<file path="src/dgs_ram.sv">
// Generic simple dual-port RAM (one write port, one read port) with registered read.
// No dependencies.
module dgs_ram #(
    parameter int WIDTH = 22,
    parameter int DEPTH = 64
) (
    input  logic                     aclk,
    input  logic                     we,
    input  logic [$clog2(DEPTH)-1:0] waddr,
    input  logic [WIDTH-1:0]         wdata,
    input  logic [$clog2(DEPTH)-1:0] raddr,
    output logic [WIDTH-1:0]         rdata
);
    logic [WIDTH-1:0] mem [DEPTH];
    always_ff @(posedge aclk) begin
        if (we) mem[waddr] <= wdata;
        rdata <= mem[raddr];
    end
endmodule

</file>
<file path="config.mk">
export PLATFORM = sky130hd
export DESIGN_NAME = dgs_ram
export DESIGN_NICKNAME = d
export VERILOG_FILES = /design/src/dgs_ram.sv
export SDC_FILE = /design/constraint.sdc
export NUM_CORES = 1
export LEC_CHECK = 0
export BUFFER_PORTS_ARGS = -buffer_cell sky130_fd_sc_hd__buf_4
export CAP_MARGIN = 20
export CORE_AREA = 3 3 416 418
export CTS_BUF_LIST = sky130_fd_sc_hd__clkbuf_8
export DETAILED_ROUTE_END_ITERATION = 12
export DIE_AREA = 0 0 419 421
export GPL_TIMING_DRIVEN = 0
export PLACE_DENSITY = 0.46
export SLEW_MARGIN = 0
export SYNTH_ARGS = -nofsm -noshare
export SYNTH_HDL_FRONTEND = slang
export SYNTH_SLANG_ARGS = --single-unit
</file>
<file path="constraint.sdc">
create_clock -name aclk -period 2.65 [get_ports aclk]
set_input_delay 0.1325 -clock aclk [delete_from_list [all_inputs] [get_ports aclk]]
set_output_delay 0.1325 -clock aclk [all_outputs]
set_load 0.005 [all_outputs]
</file>
# Word level (Yosys, flattened, before mapping)
# Memory sizes are Yosys's and may differ from the RTL's. A register that Yosys moved wholly into a read port is not among the register bits.
# Index checks and enable logic that the tools add are counted.
# word_totals
memories	1
ramBits	1408
ff_bits	0
word_cells	3
# classes
n_mux	2
# memory_table
memory	words	word_bits	read_ports	rd_clocked_by_memory_dff	write_ports	line	rtl
mem	64	22	1	1	1	14	logic [WIDTH-1:0] mem [DEPTH];
# op_table
op	count
1-bit two-way mux	2

# Depth between registers and ports, before layout
# Gate-level depths: netlist of the first run.
# logic_depth
word_depth	2
ltp_mapped	9
depth_no_buf	5

# Worst setup path before layout of the first run
# OpenSTA, ideal clock, no wires.
# synth_path
kind	in2reg
startpoint	input port waddr[3]
endpoint	memory mem[48][0] (enable)
setup_time_ps	429
n_path_buf	1
path_stages	4
arrival_time_ps	2191
setup_slack_ps	30
cell_sequence	clkbuf_1 -> nor2b_1 -> nand4b_1 -> nor3_1
# synth_lines
item	line	rtl
from (decl)	9	input logic [$clog2(DEPTH)-1:0] waddr,
to (decl)	14	
# Straight into the memory's write port.

==> flow_metrics.tcl, run 1 <==
set metrics [dict create \
    p_comb_share_pct 5.9 \
    areaGrowthSynthToFinish_pct 15.9 \
    switching_share_pct 23.6 \
    die_w_um 419 \
    rsz0062_at_grt "true" \
    maxSlewHeadroom_pct 16.2 \
    final.setup_skew_ns 0.0499 \
    hp-class "in2reg" \
    start_util_pct 32.0 \
    tns_ns -2.64 \
    clock_sinks 1430 \
    multi_input_area_mm2 0.0114 \
    cp_num_buf_inv 3 \
    path_class "in2reg" \
    p_per_area_mw_per_mm2 713 \
    drv_slew 0 \
    synth_nets 2385 \
    ios 58 \
    antenna_found_initial 13 \
    synth.area.top_cells "edfxtp_1, mux4_2, mux2i_1, dfxtp_1, a22oi_1" \
    core_mm2 0.169 \
    synth_seq_cells 1430 \
    netlist_area_mm2 0.0543 \
    arrival_ns 3.50 \
    hold_viol_final 0 \
    wire_per_inst_um 30.8 \
    grt_usage_pct 17.8 \
    setup_ws_ns -0.180 \
    row_count 151 \
    pwr-share-seq_pct 56.0 \
    setup_violations 93 \
    drt_iter0_drc 2349 \
    final-instance-count-excl-fill 5101 \
    drt-pass1-iter-count 5 \
    drive_above_1_share_pct 30.3 \
    nNetsFinal 2717 \
    status "finished, violations left" \
    place.gp.congestion 0.851 \
    max_freq_ghz 0.353 \
    grt_pass1_vias 27737 \
    violations "negative setup slack" \
    finalCriticalPeriod_ns 2.83 \
    finalWirelength_um 157000 \
    yosysUniqueCellTypes 38 \
    fillers 15261 \
    crit_chain "buf_2 > clkbuf_1 > clkbuf_2 > nand3b_1 > o221ai_1 > o21ai_1" \
    p_sw_w 0.0106 \
    crit_fanout 10 \
    vias 26248 \
    yosysTopAreaCell "edfxtp_1" \
    ant_nets 0 \
    critPathLaunchType "input pin" \
    slowest_delay_ns 0.85 \
    cts_tree "done" \
    layout_common_cells "edfxtp_1, mux4_2, clkbuf_8" \
    cts_max_path_buffers 3 \
    cts_buffers 227 \
    final_util_pct 37.1 \
    ir_drop_mv 0.438 \
    root_buffer "clkbuf_8" \
    regArea_mm2 0.0427 \
    drc_errors 0 \
    clkPwrFrac_pct 38.1 \
    viasPerCell 5.15 \
    clock_latency_ns 0.95 \
    die-height_um 421 \
    leakagePower_nw 19.6 \
    grt_overflow 0 \
    required_ns 3.32 \
    final_common_cell "edfxtp_1" \
    port_buffers 49 \
    synth-seq-area-share_pct 78.7 \
    tightest_slew_ns 1.26 \
    pre_cts_slack_ns -1.69 \
    place_inst 4642 \
    cp-end-kind "flip-flop" \
    die_area_mm2 0.176 \
    synth_cells 2349 \
    synth_warnings 0 \
    maxCapViolCount 0 \
    crit_slowest_cell "clkbuf_1" \
    min_period_over_period_pct 107 \
    htreeDepth 4 \
    postSynthAreaPerCell_um2 23.1 \
    grt_max_degree 65 \
    power.internal_w 0.0342 \
    crit_family "buffers and inverters" \
    synth_top_area_share_pct 77.9 \
    dp_hpwl_um 100000 \
    grt_pass1_wl_um 219000 \
    clk_pin_slew_ns 0.06 \
]
cell type report:
class / instances / area share (%)
Tap cell: 2218 / 4.41
Timing Repair Buffer: 104 / 1.93
Multi-Input combinational cell: 785 / 18.1
Antenna cell: 14 / 0.0557
Sequential cell: 1430 / 68.0
Clock inverter: 184 / 1.40
Clock buffer: 233 / 5.10
Buffer: 133 / 1.08
power groups by stage:
stage | clock [W] | sequential [W] | combinational, W
floorplan | 0 | 0.0256 | 0.00122
global placement | 0 | 0.0256 | 0.00253
detailed placement | 0 | 0.0256 | 0.00263
CTS | 0.0176 | 0.0251 | 0.00269
global route | 0.0186 | 0.0251 | 0.00277
finish | 0.0171 | 0.0251 | 0.00264
through the flow:
stage                     area, um2  total power, W  hold slack, ns
after floorplan               54300          0.0268           0.231
after global placement        57400          0.0281           0.523
after detailed placement      58400          0.0282           0.515
after CTS                     62800          0.0454          0.0109
after global routing          62800          0.0464          0.0832
final                         62900          0.0448           0.133
per-layer routing:
| metal | up-vias | routed length [um] | global-route usage [%] |
|---|---|---|---|
| met3 | 264 | 7150 | 2.78 |
| li1 | 10806 | - | - |
| met2 | 830 | 79000 | 29.8 |
| met5 | - | 14 | 0 |
| met4 | 2 | 6030 | 7.58 |
| met1 | 14346 | 64700 | 23.1 |
worst paths after layout:
check,start,end,slack (ns),cells past startpoint
max reg2reg,mem[27][19],rdata[19],-0.04,4
max,raddr[2],rdata[19],-0.18,6
min reg2reg,mem[50][7],rdata[7],0.96,3
min,we,mem[48][17],0.13,3
registers in the layout, summed over array words and instances (netlist names):
register	flops
mem	1408
rdata	22
cells in the mapped netlist:
library cell	count
nor2b_1	12
a31oi_1	3
mux2i_1	70
o21ai_0	21
a22oi_1	44
nand2_1	21
mux4_2	352
nand3_1	27
a22o_1	22
nand3b_1	7
a211oi_1	13
buf_2	39
buf_4	32
buf_1	5
nor2_1	82
a21oi_1	19
dfxtp_1	22
o32ai_1	4
clkbuf_2	1
or2_2	1
a221oi_1	20
o221ai_1	13
o22ai_1	8
and3_1	4
a211o_1	6
clkbuf_1	56
buf_6	1
nand4_1	2
nor3_1	6
o21ai_1	2
mux2_2	12
and2_1	4
or3b_2	2
nand2b_1	4
edfxtp_1	1408
or3_1	2
nand4b_1	1
a21o_1	1
worst register-to-register path, stage by stage, from the launching register on:
cell	delay [ns]
edfxtp_1	0.36
mux4_2	0.53
mux4_2	0.53
o221ai_1	0.55
o21ai_1	0.46
cells by family after synthesis:
logic type / count (synthesis) / synth area share, %
DFF: 1430 / 78.7
muxes: 434 / 16.2
AOI/OAI and AO/OA: 176 / 2.37
and+or+nand+nor: 175 / 1.50
buffers and inverters: 134 / 1.25
what timing repair did:
action                                   CTS  global route
pin swaps                                  0             2
endpoints found under the setup margin    14            12
buffers inserted                           0             0
hold buffers                              29             0
gates resized for setup                   10             0
endpoints found under the hold margin   1435             0
No activity file was read; power rests on OpenSTA's default activity.
==> run 2: changes to the inputs <==
Settings changed: SETUP_SLACK_MARGIN set to 0.05.
==> flow_metrics.tcl, run 2 (same netlist as run 1, synthesis figures left out) <==
set metrics [dict create \
    finalWirelength_um 160000 \
    drv_slew 0 \
    r2r_cells 4 \
    arrival_ns 3.40 \
    crit_start "raddr[1]" \
    cts_max_path_buffers 3 \
    place.gp.congestion 0.870 \
    multi_input_area_mm2 0.0115 \
    tightest_slew_ns 1.13 \
    root_buffer "clkbuf_8" \
    viasPerCell 5.20 \
    grt_max_degree 65 \
    regArea_mm2 0.0427 \
    fillers 15189 \
    start_util_pct 32.0 \
    ios 58 \
    clock_latency_ns 0.96 \
    ir_drop_mv 0.539 \
    drc_errors 0 \
    row_count 151 \
    ff2ff_setup_slack_ns 0.03 \
    cts_tree "done" \
    clock_sinks 1430 \
    final.setup_skew_ns 0.0448 \
    holdPathStages 3 \
    min_period_over_period_pct 99.5 \
    p_per_area_mw_per_mm2 712 \
    finalCriticalPeriod_ns 2.64 \
    pre_cts_slack_ns -1.72 \
    crit_slowest_cell "nor2_2" \
    grt_pass1_vias 27759 \
    hp-class "in2reg" \
    wire_per_inst_um 31.5 \
    status "finished, final reports clean" \
    top_regs "mem: 1408 flops, rdata: 22 flops" \
    regMostFlops "mem" \
    slowest_delay_ns 0.57 \
    critPathLaunchType "input pin" \
    die_area_mm2 0.176 \
    grt_pass1_wl_um 222000 \
    r2r-end "rdata[20]" \
    ant_nets 0 \
    setup_violations 0 \
    areaGrowthSynthToFinish_pct 16.3 \
    final_common_cell "edfxtp_1" \
    cts_buffers 224 \
    rsz0062_at_grt "false" \
    crit_chain "buf_4 > buf_2 > buf_2 > nor2_2 > clkbuf_1 > a22oi_1 > nand3_1 > nand2_1 > a211oi_2" \
    drt-pass1-iter-count 5 \
    nNetsFinal 2728 \
    die_w_um 419 \
    max_freq_ghz 0.379 \
    leakagePower_nw 19.6 \
    largest_reg_flops 1408 \
    drive_above_1_share_pct 31.0 \
    htreeDepth 4 \
    vias 26502 \
    grt_overflow 0 \
    cp-end-kind "flip-flop" \
    port_buffers 49 \
    grt_usage_pct 18.1 \
    layout_common_cells "edfxtp_1, mux4_2, clkbuf_8" \
    antenna_found_initial 14 \
    setup_ws_ns 0.0131 \
    core_mm2 0.169 \
    required_ns 3.41 \
    hold_viol_final 0 \
    die-height_um 421 \
    dp_hpwl_um 101000 \
    drt_iter0_drc 3004 \
    path_common_cell "buf_2" \
    path_class "in2reg" \
    rr_startpoint "mem[3][20]" \
    crit_end "rdata[3]" \
    final_util_pct 37.3 \
    maxCapViolCount 0 \
    crit_fanout 10 \
    maxSlewHeadroom_pct 25.0 \
    clk_pin_slew_ns 0.06 \
]
-- run 2: cell count changes in the layout (fill, tap and decap cells not counted), moves of 7 or more --
cell,previous run,this run
buf_12,2,17
clkinv_2,34,20
diode_2,14,3
clkinv_1,62,71
inv_1,73,66
-- run 2: critical path, delay by kind of cell --
family	cells	cell delay, ns
compound gates	2	0.86
buf+inv	4	1.21
simple gates	3	1.16
-- run 2: worst min-delay path by stage --
stage | start | slack (ns) | end
global route | raddr[5] | 0.07 | rdata[4]
CTS | raddr[5] | 0.01 | rdata[0]
global placement | rdata[14] | 0.52 | rdata[14]
detailed placement | rdata[15] | 0.52 | rdata[15]
finish | raddr[5] | 0.12 | rdata[4]
floorplan | wdata[0] | 0.23 | mem[0][0]
-- run 2: through the flow --
stage                     TNS (ns)  total power [W]  instances  hold WS [ns]  area [um2]
after detailed placement   -121.32           0.0282       4649         0.521       58600
after floorplan                  0           0.0268       2349         0.231       54300
after CTS                        0           0.0454       5083        0.0140       63000
after global routing             0           0.0465       5092        0.0656       63100
after global placement    -1265.85           0.0281       4616         0.522       57400
final                            0           0.0449       5094         0.118       63100
-- run 2: cell type report --
cell class,count,area share (%)
tap,2218,4.40
clock buffer,230,5.01
buffer,133,1.10
clock inverter,177,1.39
multi-input combinational,787,18.2
sequential,1430,67.7
timing repair buffer,116,2.25
antenna,3,0.0119
-- run 2: power by group --
group	switching, W	internal (W)	leakage, nW
combinational	0.00179	0.000914	4.45
clock	0.00880	0.00835	2.30
sequential	0.0000481	0.0250	12.9
-- run 2: metal layers --
layer / routed length, um / up-vias / GRT usage, %
li1: - / 10804 / -
met2: 81500 / 889 / 30.9
met5: 0 / - / 0
met1: 65500 / 14535 / 23.5
met4: 5470 / 0 / 6.12
met3: 7850 / 274 / 2.98
-- run 2: what timing repair did --
item,CTS,global route
endpoints found under the setup margin,18,210
gates resized for setup,28,5
pin swaps,0,5
setup buffers,0,5
hold buffers,28,1
hold endpoints to repair,1426,13
gates cloned,0,2
